==> config.mk <==
export PLATFORM = sky130hd
export DESIGN_NAME = eight_bit_cpu_execute_unit_flat
export DESIGN_NICKNAME = d
export VERILOG_FILES = /design/src/rtl/core/ecpu_pkg.sv /design/src/rtl/core/ecpu_instr_if.sv /design/src/rtl/core/ecpu_result_if.sv /design/src/rtl/core/eight_bit_cpu_execute_unit.sv /design/src/rtl/core/ecpu_front.sv /design/src/rtl/core/ecpu_back.sv /design/src/flat_wrapper.sv
export SDC_FILE = /design/constraint.sdc
export NUM_CORES = 2
export LEC_CHECK = 0
export BUFFER_PORTS_ARGS = -buffer_cell sky130_fd_sc_hd__buf_2
export CAP_MARGIN = 20
export CORE_AREA = 3 3 433 435
export DETAILED_ROUTE_END_ITERATION = 10
export DIE_AREA = 0 0 436 438
export HOLD_SLACK_MARGIN = 0.06
export PLACE_DENSITY_LB_ADDON = 0.08
export SETUP_SLACK_MARGIN = 0.2
export SLEW_MARGIN = 20
export SYNTH_ARGS = -nofsm -noshare
export SYNTH_HDL_FRONTEND = slang
export SYNTH_HIERARCHICAL = 1
export SYNTH_SLANG_ARGS = --single-unit
export TNS_END_PERCENT = 100
==> constraint.sdc <==
create_clock -name clk -period 14.3 [get_ports clk]
set_clock_uncertainty 0.05 [all_clocks]
set_input_delay 2.86 -clock clk [delete_from_list [all_inputs] [get_ports clk]]
set_output_delay 2.86 -clock clk [all_outputs]
set_load 0.01 [all_outputs]
==> src/rtl/core/ecpu_pkg.sv <==
// Shared types, opcode codes, flag masks and helper functions of the execute unit.
// No dependencies; the front end, back end and top level in rtl/core use this package.
package ecpu_pkg;

  localparam int QUEUE_DEPTH = 2;

  localparam logic [7:0] FL_N = 8'h80;
  localparam logic [7:0] FL_R = 8'h20;
  localparam logic [7:0] FL_B = 8'h10;
  localparam logic [7:0] FL_I = 8'h04;
  localparam logic [7:0] SP_RESET = 8'hFF;
  localparam logic [7:0] FLAGS_RESET = 8'h20;

  typedef enum logic [5:0] {
    OP_ADC = 6'd0, OP_AND, OP_ASL, OP_BCC, OP_BCS, OP_BEQ, OP_BIT, OP_BMI, OP_BNE, OP_BPL,
    OP_BRK, OP_BVC, OP_BVS, OP_CLC, OP_CLD, OP_CLI, OP_CLV, OP_CMP, OP_CPX, OP_CPY,
    OP_DEC, OP_DEX, OP_DEY, OP_EOR, OP_INC, OP_INX, OP_INY, OP_JMP, OP_JSR, OP_LDA,
    OP_LDX, OP_LDY, OP_LSR, OP_NOP, OP_ORA, OP_PHA, OP_PHP, OP_PLA, OP_PLP, OP_ROL,
    OP_ROR, OP_RTI, OP_RTS, OP_SBC, OP_SEC, OP_SED, OP_SEI, OP_STA, OP_STX, OP_STY,
    OP_TAX, OP_TAY, OP_TSX, OP_TXA, OP_TXS, OP_TYA
  } op_t;

  // Stack class: last is the index of the final back-end step of the instruction.
  typedef struct packed {
    logic       is_push;
    logic       is_pull;
    logic [1:0] last;
  } cls_t;

  typedef struct packed {
    logic [5:0]  opcode;
    logic [7:0]  operand;
    logic        on_acc;
    logic [15:0] target;
    logic [15:0] pc;
    cls_t        cls;
  } entry_t;

  typedef struct packed {
    logic valid;
    logic full;
  } fstat_t;

  typedef struct packed {
    logic mid;
    logic pop;
  } bstat_t;

  function automatic cls_t classify(input logic [5:0] op);
    cls_t c;
    c = '{is_push: 1'b0, is_pull: 1'b0, last: 2'd0};
    case (op)
      OP_PHA, OP_PHP: c = '{is_push: 1'b1, is_pull: 1'b0, last: 2'd0};
      OP_JSR:         c = '{is_push: 1'b1, is_pull: 1'b0, last: 2'd1};
      OP_BRK:         c = '{is_push: 1'b1, is_pull: 1'b0, last: 2'd2};
      OP_PLA, OP_PLP: c = '{is_push: 1'b0, is_pull: 1'b1, last: 2'd1};
      OP_RTS:         c = '{is_push: 1'b0, is_pull: 1'b1, last: 2'd2};
      OP_RTI:         c = '{is_push: 1'b0, is_pull: 1'b1, last: 2'd3};
      default:        c = '{is_push: 1'b0, is_pull: 1'b0, last: 2'd0};
    endcase
    return c;
  endfunction

  function automatic logic [7:0] with_nz(input logic [7:0] p, input logic [7:0] v);
    return {v[7], p[6:2], (v == 8'h00), p[0]};
  endfunction

endpackage

==> src/rtl/core/ecpu_instr_if.sv <==
// Instruction channel: valid/ready handshake with the decoded instruction payload.
// Depends on nothing.
interface ecpu_instr_if;
  logic        valid;
  logic        ready;
  logic [5:0]  opcode;
  logic [7:0]  operand;
  logic        on_accumulator;
  logic [15:0] target_address;
  logic [15:0] current_pc;

  modport source(output valid, opcode, operand, on_accumulator, target_address, current_pc,
                 input ready);
  modport sink(input valid, opcode, operand, on_accumulator, target_address, current_pc,
               output ready);
endinterface

==> src/rtl/core/ecpu_result_if.sv <==
// Result channel: valid/ready handshake with PC, registers, flags and write-back.
// Depends on nothing.
interface ecpu_result_if;
  logic        valid;
  logic        ready;
  logic [15:0] next_pc;
  logic        mem_write;
  logic [7:0]  mem_data;
  logic [7:0]  acc_value;
  logic [7:0]  x_value;
  logic [7:0]  y_value;
  logic [7:0]  sp_value;
  logic [7:0]  flags_value;

  modport source(output valid, next_pc, mem_write, mem_data, acc_value, x_value, y_value,
                 sp_value, flags_value, input ready);
  modport sink(input valid, next_pc, mem_write, mem_data, acc_value, x_value, y_value,
               sp_value, flags_value, output ready);
endinterface

==> src/rtl/core/eight_bit_cpu_execute_unit.sv <==
// Execute unit top level: instruction queue front end feeding the execute back end.
// An accepted instruction beat is written into the queue; with an idle back end it is then
// executed from the queue head and its result beat is presented from the result register,
// after any extra stack steps described below. Throughput: one instruction per cycle for
// register, branch and memory operations while the result channel accepts beats; stack
// operations hold the back end through a step for each stack byte and a further step for pulls.
// Reset: A, X, Y zero, SP 0xFF, flags 0x20, break vector 0, stack page reads as zero.
module eight_bit_cpu_execute_unit #(
  parameter int QUEUE_DEPTH = ecpu_pkg::QUEUE_DEPTH
) (
  input  logic          clk,
  input  logic          rst,
  input  logic          cfg_write,
  input  logic [15:0]   cfg_data,
  ecpu_instr_if.sink    instr,
  ecpu_result_if.source result
);
  ecpu_pkg::entry_t head;
  ecpu_pkg::fstat_t fstat;
  ecpu_pkg::bstat_t bstat;
  logic pop;

  ecpu_front #(.DEPTH(QUEUE_DEPTH)) u_front (
    .clk(clk), .rst(rst), .instr(instr), .pop(pop), .head(head), .stat(fstat)
  );

  ecpu_back u_back (
    .clk(clk), .rst(rst), .cfg_write(cfg_write), .cfg_data(cfg_data), .head(head),
    .qstat(fstat), .pop(pop), .stat(bstat), .result(result)
  );

`ifndef SYNTHESIS
  // A stack sequence in progress keeps its instruction at the queue head.
  assert property (@(posedge clk) disable iff (rst) bstat.mid |-> fstat.valid)
    else $error("stack sequence running with an empty queue");
  // Retiring an instruction always presents a result beat next cycle.
  assert property (@(posedge clk) disable iff (rst) bstat.pop |=> result.valid)
    else $error("retired instruction produced no result beat");
  // The back end only retires what the queue holds.
  assert property (@(posedge clk) disable iff (rst) bstat.pop |-> fstat.valid)
    else $error("pop from an empty queue");
  // A full queue refuses new beats.
  assert property (@(posedge clk) disable iff (rst) fstat.full |-> !instr.ready)
    else $error("queue accepts beats while full");
`endif
endmodule

==> src/rtl/core/ecpu_front.sv <==
// Front end: accepts instruction beats, classifies stack use, and queues them.
// Depends on ecpu_pkg and ecpu_instr_if.
module ecpu_front #(
  parameter int DEPTH = ecpu_pkg::QUEUE_DEPTH
) (
  input  logic                 clk,
  input  logic                 rst,
  ecpu_instr_if.sink           instr,
  input  logic                 pop,
  output ecpu_pkg::entry_t     head,
  output ecpu_pkg::fstat_t     stat
);
  localparam int PW = (DEPTH > 1) ? $clog2(DEPTH) : 1;
  localparam int CW = $clog2(DEPTH + 1);
  localparam logic [PW-1:0] PTR_LAST = PW'(DEPTH - 1);
  localparam logic [CW-1:0] CNT_FULL = CW'(DEPTH);

  ecpu_pkg::entry_t q [DEPTH];
  logic [PW-1:0] wr_ptr;
  logic [PW-1:0] rd_ptr;
  logic [CW-1:0] count;
  logic accept;
  logic take;

  assign instr.ready = (count != CNT_FULL);
  assign accept = instr.valid && instr.ready;
  assign take = pop && (count != '0);
  assign head = q[rd_ptr];
  assign stat.valid = (count != '0);
  assign stat.full = (count == CNT_FULL);

  always_ff @(posedge clk) begin
    if (accept) begin
      q[wr_ptr] <= '{opcode: instr.opcode, operand: instr.operand,
                     on_acc: instr.on_accumulator, target: instr.target_address,
                     pc: instr.current_pc, cls: ecpu_pkg::classify(instr.opcode)};
    end
  end

  always_ff @(posedge clk) begin
    if (rst) begin
      wr_ptr <= '0;
      rd_ptr <= '0;
      count <= '0;
    end else begin
      if (accept) begin
        wr_ptr <= (wr_ptr == PTR_LAST) ? '0 : wr_ptr + 1'b1;
      end
      if (take) begin
        rd_ptr <= (rd_ptr == PTR_LAST) ? '0 : rd_ptr + 1'b1;
      end
      case ({accept, take})
        2'b10:   count <= count + 1'b1;
        2'b01:   count <= count - 1'b1;
        default: count <= count;
      endcase
    end
  end
endmodule

==> src/rtl/core/ecpu_back.sv <==
// Back end: holds A, X, Y, SP, flags and the stack page; executes the queue head.
// Depends on ecpu_pkg and ecpu_result_if.
module ecpu_back (
  input  logic                 clk,
  input  logic                 rst,
  input  logic                 cfg_write,
  input  logic [15:0]          cfg_data,
  input  ecpu_pkg::entry_t     head,
  input  ecpu_pkg::fstat_t     qstat,
  output logic                 pop,
  output ecpu_pkg::bstat_t     stat,
  ecpu_result_if.source        result
);
  logic [7:0]  acc, xr, yr, sp, flags;
  logic [7:0]  a_next, x_next, y_next, sp_next, p_next;
  logic [15:0] break_vector;
  logic [1:0]  step;
  logic        go, done, out_free;

  logic [7:0]  stack_mem [256];
  logic [255:0] written;
  logic [7:0]  rd_q, b0, b1, pb;
  logic        rd_v;
  logic        mem_we;
  logic [7:0]  push_data;

  logic [15:0] npc, ret_brk, ret_jsr;
  logic        wr, is_rmw, take;
  logic [7:0]  wd, src, rmw, mop, res, cmp_r, pt;
  logic [8:0]  sum9, diff9;

  logic        out_valid;
  logic [15:0] out_pc;
  logic        out_wr;
  logic [7:0]  out_wd, out_a, out_x, out_y, out_sp, out_p;

  assign out_free = !out_valid || result.ready;
  assign go = qstat.valid && out_free;
  assign done = go && (step == head.cls.last);
  assign pop = done;
  assign stat.mid = (step != 2'd0);
  assign stat.pop = done;
  assign mem_we = go && head.cls.is_push;
  assign pb = rd_v ? rd_q : 8'h00;

  assign ret_brk = head.pc + 16'd1;
  assign ret_jsr = head.pc - 16'd1;

  // Byte pushed at the current step; return addresses go high byte first.
  always_comb begin
    case (head.opcode)
      ecpu_pkg::OP_BRK: begin
        case (step)
          2'd0:    push_data = ret_brk[15:8];
          2'd1:    push_data = ret_brk[7:0];
          default: push_data = flags | ecpu_pkg::FL_B | ecpu_pkg::FL_R;
        endcase
      end
      ecpu_pkg::OP_JSR: push_data = (step == 2'd0) ? ret_jsr[15:8] : ret_jsr[7:0];
      ecpu_pkg::OP_PHA: push_data = acc;
      default:          push_data = flags | ecpu_pkg::FL_B | ecpu_pkg::FL_R;
    endcase
  end

  always_comb begin
    src = head.on_acc ? acc : head.operand;
    mop = (head.opcode == ecpu_pkg::OP_SBC) ? ~head.operand : head.operand;
    sum9 = {1'b0, acc} + {1'b0, mop} + {8'h00, flags[0]};
    res = sum9[7:0];
    case (head.opcode)
      ecpu_pkg::OP_CPX: cmp_r = xr;
      ecpu_pkg::OP_CPY: cmp_r = yr;
      default:          cmp_r = acc;
    endcase
    diff9 = {1'b0, cmp_r} - {1'b0, head.operand};
  end

  always_comb begin
    a_next = acc;
    x_next = xr;
    y_next = yr;
    sp_next = sp;
    p_next = flags;
    pt = flags;
    npc = head.pc;
    wr = 1'b0;
    wd = 8'h00;
    rmw = 8'h00;
    is_rmw = 1'b0;
    take = 1'b0;
    if (go && head.cls.is_push) begin
      sp_next = sp - 8'd1;
    end
    if (go && head.cls.is_pull && !done) begin
      sp_next = sp + 8'd1;
    end
    if (done) begin
      case (head.opcode)
        ecpu_pkg::OP_ADC, ecpu_pkg::OP_SBC: begin
          pt[0] = sum9[8];
          pt[6] = (~(acc ^ mop) & (acc ^ res)) >> 7 != 8'h00;
          a_next = res;
          p_next = ecpu_pkg::with_nz(pt, res);
        end
        ecpu_pkg::OP_AND: begin
          a_next = acc & head.operand;
          p_next = ecpu_pkg::with_nz(flags, acc & head.operand);
        end
        ecpu_pkg::OP_EOR: begin
          a_next = acc ^ head.operand;
          p_next = ecpu_pkg::with_nz(flags, acc ^ head.operand);
        end
        ecpu_pkg::OP_ORA: begin
          a_next = acc | head.operand;
          p_next = ecpu_pkg::with_nz(flags, acc | head.operand);
        end
        ecpu_pkg::OP_ASL: begin
          pt[0] = src[7];
          rmw = {src[6:0], 1'b0};
          is_rmw = 1'b1;
        end
        ecpu_pkg::OP_LSR: begin
          pt[0] = src[0];
          rmw = {1'b0, src[7:1]};
          is_rmw = 1'b1;
        end
        ecpu_pkg::OP_ROL: begin
          pt[0] = src[7];
          rmw = {src[6:0], flags[0]};
          is_rmw = 1'b1;
        end
        ecpu_pkg::OP_ROR: begin
          pt[0] = src[0];
          rmw = {flags[0], src[7:1]};
          is_rmw = 1'b1;
        end
        ecpu_pkg::OP_INC: begin
          rmw = src + 8'd1;
          is_rmw = 1'b1;
        end
        ecpu_pkg::OP_DEC: begin
          rmw = src - 8'd1;
          is_rmw = 1'b1;
        end
        ecpu_pkg::OP_BCC: take = !flags[0];
        ecpu_pkg::OP_BCS: take = flags[0];
        ecpu_pkg::OP_BEQ: take = flags[1];
        ecpu_pkg::OP_BNE: take = !flags[1];
        ecpu_pkg::OP_BMI: take = flags[7];
        ecpu_pkg::OP_BPL: take = !flags[7];
        ecpu_pkg::OP_BVC: take = !flags[6];
        ecpu_pkg::OP_BVS: take = flags[6];
        ecpu_pkg::OP_BIT: begin
          p_next = {head.operand[7:6], flags[5:2], ((acc & head.operand) == 8'h00), flags[0]};
        end
        ecpu_pkg::OP_BRK: begin
          p_next = flags | ecpu_pkg::FL_I;
          npc = break_vector;
        end
        ecpu_pkg::OP_CLC: p_next[0] = 1'b0;
        ecpu_pkg::OP_CLD: p_next[3] = 1'b0;
        ecpu_pkg::OP_CLI: p_next[2] = 1'b0;
        ecpu_pkg::OP_CLV: p_next[6] = 1'b0;
        ecpu_pkg::OP_SEC: p_next[0] = 1'b1;
        ecpu_pkg::OP_SED: p_next[3] = 1'b1;
        ecpu_pkg::OP_SEI: p_next[2] = 1'b1;
        ecpu_pkg::OP_CMP, ecpu_pkg::OP_CPX, ecpu_pkg::OP_CPY: begin
          p_next = ecpu_pkg::with_nz({flags[7:1], !diff9[8]}, diff9[7:0]);
        end
        ecpu_pkg::OP_DEX: begin
          x_next = xr - 8'd1;
          p_next = ecpu_pkg::with_nz(flags, xr - 8'd1);
        end
        ecpu_pkg::OP_DEY: begin
          y_next = yr - 8'd1;
          p_next = ecpu_pkg::with_nz(flags, yr - 8'd1);
        end
        ecpu_pkg::OP_INX: begin
          x_next = xr + 8'd1;
          p_next = ecpu_pkg::with_nz(flags, xr + 8'd1);
        end
        ecpu_pkg::OP_INY: begin
          y_next = yr + 8'd1;
          p_next = ecpu_pkg::with_nz(flags, yr + 8'd1);
        end
        ecpu_pkg::OP_JMP, ecpu_pkg::OP_JSR: npc = head.target;
        ecpu_pkg::OP_LDA: begin
          a_next = head.operand;
          p_next = ecpu_pkg::with_nz(flags, head.operand);
        end
        ecpu_pkg::OP_LDX: begin
          x_next = head.operand;
          p_next = ecpu_pkg::with_nz(flags, head.operand);
        end
        ecpu_pkg::OP_LDY: begin
          y_next = head.operand;
          p_next = ecpu_pkg::with_nz(flags, head.operand);
        end
        ecpu_pkg::OP_PLA: begin
          a_next = pb;
          p_next = ecpu_pkg::with_nz(flags, pb);
        end
        // B and the reserved bit never come from the stack.
        ecpu_pkg::OP_PLP: p_next = {pb[7:6], flags[5:4], pb[3:0]};
        ecpu_pkg::OP_RTI: begin
          p_next = {b0[7:6], flags[5:4], b0[3:0]};
          npc = {pb, b1};
        end
        ecpu_pkg::OP_RTS: npc = {pb, b0} + 16'd1;
        ecpu_pkg::OP_STA: begin
          wr = 1'b1;
          wd = acc;
        end
        ecpu_pkg::OP_STX: begin
          wr = 1'b1;
          wd = xr;
        end
        ecpu_pkg::OP_STY: begin
          wr = 1'b1;
          wd = yr;
        end
        ecpu_pkg::OP_TAX: begin
          x_next = acc;
          p_next = ecpu_pkg::with_nz(flags, acc);
        end
        ecpu_pkg::OP_TAY: begin
          y_next = acc;
          p_next = ecpu_pkg::with_nz(flags, acc);
        end
        ecpu_pkg::OP_TSX: begin
          x_next = sp;
          p_next = ecpu_pkg::with_nz(flags, sp);
        end
        ecpu_pkg::OP_TXA: begin
          a_next = xr;
          p_next = ecpu_pkg::with_nz(flags, xr);
        end
        ecpu_pkg::OP_TXS: sp_next = xr;
        ecpu_pkg::OP_TYA: begin
          a_next = yr;
          p_next = ecpu_pkg::with_nz(flags, yr);
        end
        default: p_next = flags;
      endcase
      if (is_rmw) begin
        p_next = ecpu_pkg::with_nz(pt, rmw);
        if (head.on_acc) begin
          a_next = rmw;
        end else begin
          wr = 1'b1;
          wd = rmw;
        end
      end
      if (take) begin
        npc = head.pc + {{8{head.operand[7]}}, head.operand};
      end
    end
  end

  // Stack page: one write and one registered read per cycle.
  always_ff @(posedge clk) begin
    if (mem_we) begin
      stack_mem[sp] <= push_data;
    end
    if (go && head.cls.is_pull) begin
      rd_q <= stack_mem[sp + 8'd1];
      rd_v <= written[sp + 8'd1];
      if (step == 2'd1) begin
        b0 <= pb;
      end
      if (step == 2'd2) begin
        b1 <= pb;
      end
    end
  end

  always_ff @(posedge clk) begin
    if (rst) begin
      written <= '0;
    end else if (mem_we) begin
      written[sp] <= 1'b1;
    end
  end

  always_ff @(posedge clk) begin
    if (rst) begin
      acc <= 8'h00;
      xr <= 8'h00;
      yr <= 8'h00;
      sp <= ecpu_pkg::SP_RESET;
      flags <= ecpu_pkg::FLAGS_RESET;
      break_vector <= 16'h0000;
      step <= 2'd0;
      out_valid <= 1'b0;
    end else begin
      acc <= a_next;
      xr <= x_next;
      yr <= y_next;
      sp <= sp_next;
      flags <= p_next;
      if (cfg_write) begin
        break_vector <= cfg_data;
      end
      if (go) begin
        step <= done ? 2'd0 : step + 2'd1;
      end
      if (done) begin
        out_valid <= 1'b1;
      end else if (result.ready) begin
        out_valid <= 1'b0;
      end
    end
  end

  always_ff @(posedge clk) begin
    if (done) begin
      out_pc <= npc;
      out_wr <= wr;
      out_wd <= wd;
      out_a <= a_next;
      out_x <= x_next;
      out_y <= y_next;
      out_sp <= sp_next;
      out_p <= p_next;
    end
  end

  assign result.valid = out_valid;
  assign result.next_pc = out_pc;
  assign result.mem_write = out_wr;
  assign result.mem_data = out_wd;
  assign result.acc_value = out_a;
  assign result.x_value = out_x;
  assign result.y_value = out_y;
  assign result.sp_value = out_sp;
  assign result.flags_value = out_p;
endmodule

==> src/flat_wrapper.sv <==
// flat-port wrapper written by rule: the top's interface ports become plain ports
module eight_bit_cpu_execute_unit_flat 
#(
  parameter int QUEUE_DEPTH = ecpu_pkg::QUEUE_DEPTH
)
  (clk, rst, cfg_write, cfg_data, instr_valid, instr_opcode, instr_operand, instr_on_accumulator, instr_target_address, instr_current_pc, instr_ready, result_valid, result_next_pc, result_mem_write, result_mem_data, result_acc_value, result_x_value, result_y_value, result_sp_value, result_flags_value, result_ready);
  ecpu_instr_if instr_i ();
  ecpu_result_if result_i ();
  input  logic clk;
  input  logic rst;
  input  logic cfg_write;
  input  logic [15:0] cfg_data;
  input wire logic [$bits(instr_i.valid)-1:0] instr_valid;
  input wire logic [$bits(instr_i.opcode)-1:0] instr_opcode;
  input wire logic [$bits(instr_i.operand)-1:0] instr_operand;
  input wire logic [$bits(instr_i.on_accumulator)-1:0] instr_on_accumulator;
  input wire logic [$bits(instr_i.target_address)-1:0] instr_target_address;
  input wire logic [$bits(instr_i.current_pc)-1:0] instr_current_pc;
  output wire logic [$bits(instr_i.ready)-1:0] instr_ready;
  output wire logic [$bits(result_i.valid)-1:0] result_valid;
  output wire logic [$bits(result_i.next_pc)-1:0] result_next_pc;
  output wire logic [$bits(result_i.mem_write)-1:0] result_mem_write;
  output wire logic [$bits(result_i.mem_data)-1:0] result_mem_data;
  output wire logic [$bits(result_i.acc_value)-1:0] result_acc_value;
  output wire logic [$bits(result_i.x_value)-1:0] result_x_value;
  output wire logic [$bits(result_i.y_value)-1:0] result_y_value;
  output wire logic [$bits(result_i.sp_value)-1:0] result_sp_value;
  output wire logic [$bits(result_i.flags_value)-1:0] result_flags_value;
  input wire logic [$bits(result_i.ready)-1:0] result_ready;
  assign instr_i.valid = instr_valid;
  assign instr_i.opcode = instr_opcode;
  assign instr_i.operand = instr_operand;
  assign instr_i.on_accumulator = instr_on_accumulator;
  assign instr_i.target_address = instr_target_address;
  assign instr_i.current_pc = instr_current_pc;
  assign instr_ready = instr_i.ready;
  assign result_valid = result_i.valid;
  assign result_next_pc = result_i.next_pc;
  assign result_mem_write = result_i.mem_write;
  assign result_mem_data = result_i.mem_data;
  assign result_acc_value = result_i.acc_value;
  assign result_x_value = result_i.x_value;
  assign result_y_value = result_i.y_value;
  assign result_sp_value = result_i.sp_value;
  assign result_flags_value = result_i.flags_value;
  assign result_i.ready = result_ready;
  eight_bit_cpu_execute_unit #(.QUEUE_DEPTH(QUEUE_DEPTH)) u_core (.clk(clk), .rst(rst), .cfg_write(cfg_write), .cfg_data(cfg_data), .instr(instr_i), .result(result_i));
endmodule
==> metrics.txt <==
initial antenna violation count=8; Final Cycle Share=44.6%; RSZ-0062 raised after global routing=false; fin. max-slew vios=0; critical path required time=14.86 ns; power share of the clock group=27.6%; Slew headroom=14.0%; vias in the first global route=55800; P_int=16.1 mW; Syn Inst Count=5916; final setup violation count=0; worst hold-check path type=register to register; vias=57300; combinational power share=37.1%; die height=438 µm; r2r worst-path depth=10; largest net degree at the start of global routing=209; Peak supply drop=0.000336 V; first-pass GRT wire length=394000 µm; Initial Utilization=56.9%; I/O Buffers=132; Sum Neg Setup Slack=0 ns; switching share of power=34.2%; sw power=8.38 mW; Placer Congestion=0.947; final WL=269000 µm; remaining global-route overflow=0; final hold viol count=0; WL/cell=30.7 µm; critical path's slowest cell=a221oi_1; synthesized net count=6062; maxcap violations=0; status=complete, but fails checks; Critical Path AT=6.95 ns; Post-CTS Hold Buffers=0; layout cells sized above 1=23.6%; YS warnings=6; number of buffers created by CTS=277; postcts setup bufs=0; CP cell instances=inv_1 -> ha_4 -> buf_12 -> buf_4 -> buf_4 -> mux4_2 -> mux4_2 -> a22o_1 -> a221oi_1 -> o221ai_1; fin crit period=6.38 ns; Post-DRT Antenna Nets=0; Post-Syn Area=104000 µm²; worst skew pair latency=0.92 ns; Die W=436 µm; Reg power frac=35.2%; clock buffer depth=4; Tot GR Track Use=28.2%; CTS resizes=0; drt pass-1 iters=11; Setup Crit Path Kind=register to register; drt drc=1; HPWL Detailed=164000 µm; worst hold stages=2; Area growth, synth to finish=11.5%; cell at the root of the clock tree=clkbuf_16; Worst-Margin Slew=1.29 ns; max incr delay on CP=0.87 ns; syn_area_per_cell=17.7 µm²; crit start category=register; fmax=157 MHz; Crit. End Element=register; # clock sinks=2556; Ports=135; PwrDens=210 nW/µm²; initial DRC count=7337; Row Count=157; post-layout util=63.5%; H-tree levels=5; crit path max fanout=126; CORE AREA=183000 µm²; LEAKAGE=37.2 nW; Worst-path clk slew=0.06 ns; Die ar.=191000 µm²; CTS tree=built; failing checks=DRC; mean number of vias per cell=6.55; Net count, final=6222
-- metrics by stage --
step / cell area, µm² / cells / setup slack [ns] / hold WS [ns] / power [mW]
global route: 116000 / 8743 / 7.52 / 0.434 / 25.3
floorplan: 104000 / 5916 / 0.0536 / 0.385 / 14.5
CTS: 116000 / 8739 / 7.91 / 0.417 / 24.7
finish: 117000 / 8746 / 7.92 / 0.415 / 24.5
global placement: 108000 / 8257 / 7.94 / 0.393 / 17.9
detailed placement: 108000 / 8258 / 7.89 / 0.402 / 17.9
-- worst max-delay path: cells and delay by family (launching register included) --
family | cells | cell delay [ns]
buf+inv | 4 | 2.18
fa+ha+maj | 1 | 0.46
mux | 2 | 1.11
compound gates | 3 | 1.38
flops | 1 | 0.71
-- layout by cell type, fill, tap and decap left out, drive strengths merged, types with 17 or more instances in the layout --
cell    instances
a31oi          18
ha             74
nor3           38
buf           245
xnor2          74
nand2b         18
nand2         155
xor2           39
nand4          18
a21oi          90
clkinv         53
a222oi         29
mux2           64
nand3          82
clkbuf        404
inv            63
mux4          720
and2           18
edfxtp       2238
and3           25
or2            18
o221ai         18
a221oi         36
nor4           17
mux2i          33
dfxtp         318
o21ai          93
nor2          897
a22oi          79
nor2b          46
a22o           31
-- flip-flops by register name, indices dropped and copies added, names as in the netlist, 8 cells and up, named ones only --
signal and count:
u_core/u_back/stack_mem 2048, u_core/u_back/written 256, u_core/u_front/q 102, u_core/u_back/break_vector 16, u_core/u_back/result.next_pc 16, u_core/u_back/acc 8
u_core/u_back/b0 8, u_core/u_back/b1 8, u_core/u_back/rd_q 8, u_core/u_back/result.acc_value 8, u_core/u_back/result.mem_data 8, u_core/u_back/result.sp_value 8
u_core/u_back/result.x_value 8, u_core/u_back/result.y_value 8, u_core/u_back/sp 8, u_core/u_back/xr 8, u_core/u_back/yr 8
-- metal layers --
layer	part of all wire, %	track usage (%)
met2	47	43.0
met3	8.7	5.39
met1	42	42.1
met5	0.059	0
met4	3.0	7.92
-- final cells by class --
type | count | area [µm²]
multi-input combinational | 2940 | 29400
antenna | 4 | 10.0
clock inverter | 77 | 692
fill | 12900 | 67000
clock buffer | 404 | 7850
sequential | 2556 | 73600
timing repair buffer | 245 | 1650
inverter | 56 | 210
tap | 2464 | 3080
-- power by group through the flow --
stage               clock [mW]  combinational, mW  sequential [mW]
global route              7.20               9.48             8.64
CTS                       6.90               9.13             8.63
floorplan                    0               5.61             8.86
global placement             0               9.07             8.79
detailed placement           0               9.10             8.79
finish                    6.78               9.10             8.64
-- worst paths after layout --
check | from | to | slack, ns
max | u_core/u_back/sp[0] | u_core/u_back/rd_v | 7.92
min | u_core/u_back/written[200] | u_core/u_back/written[200] | 0.42
max reg2reg | u_core/u_back/sp[0] | u_core/u_back/rd_v | 7.92
min reg2reg | u_core/u_back/written[200] | u_core/u_back/written[200] | 0.42
Power figures use the tool's default switching activity.
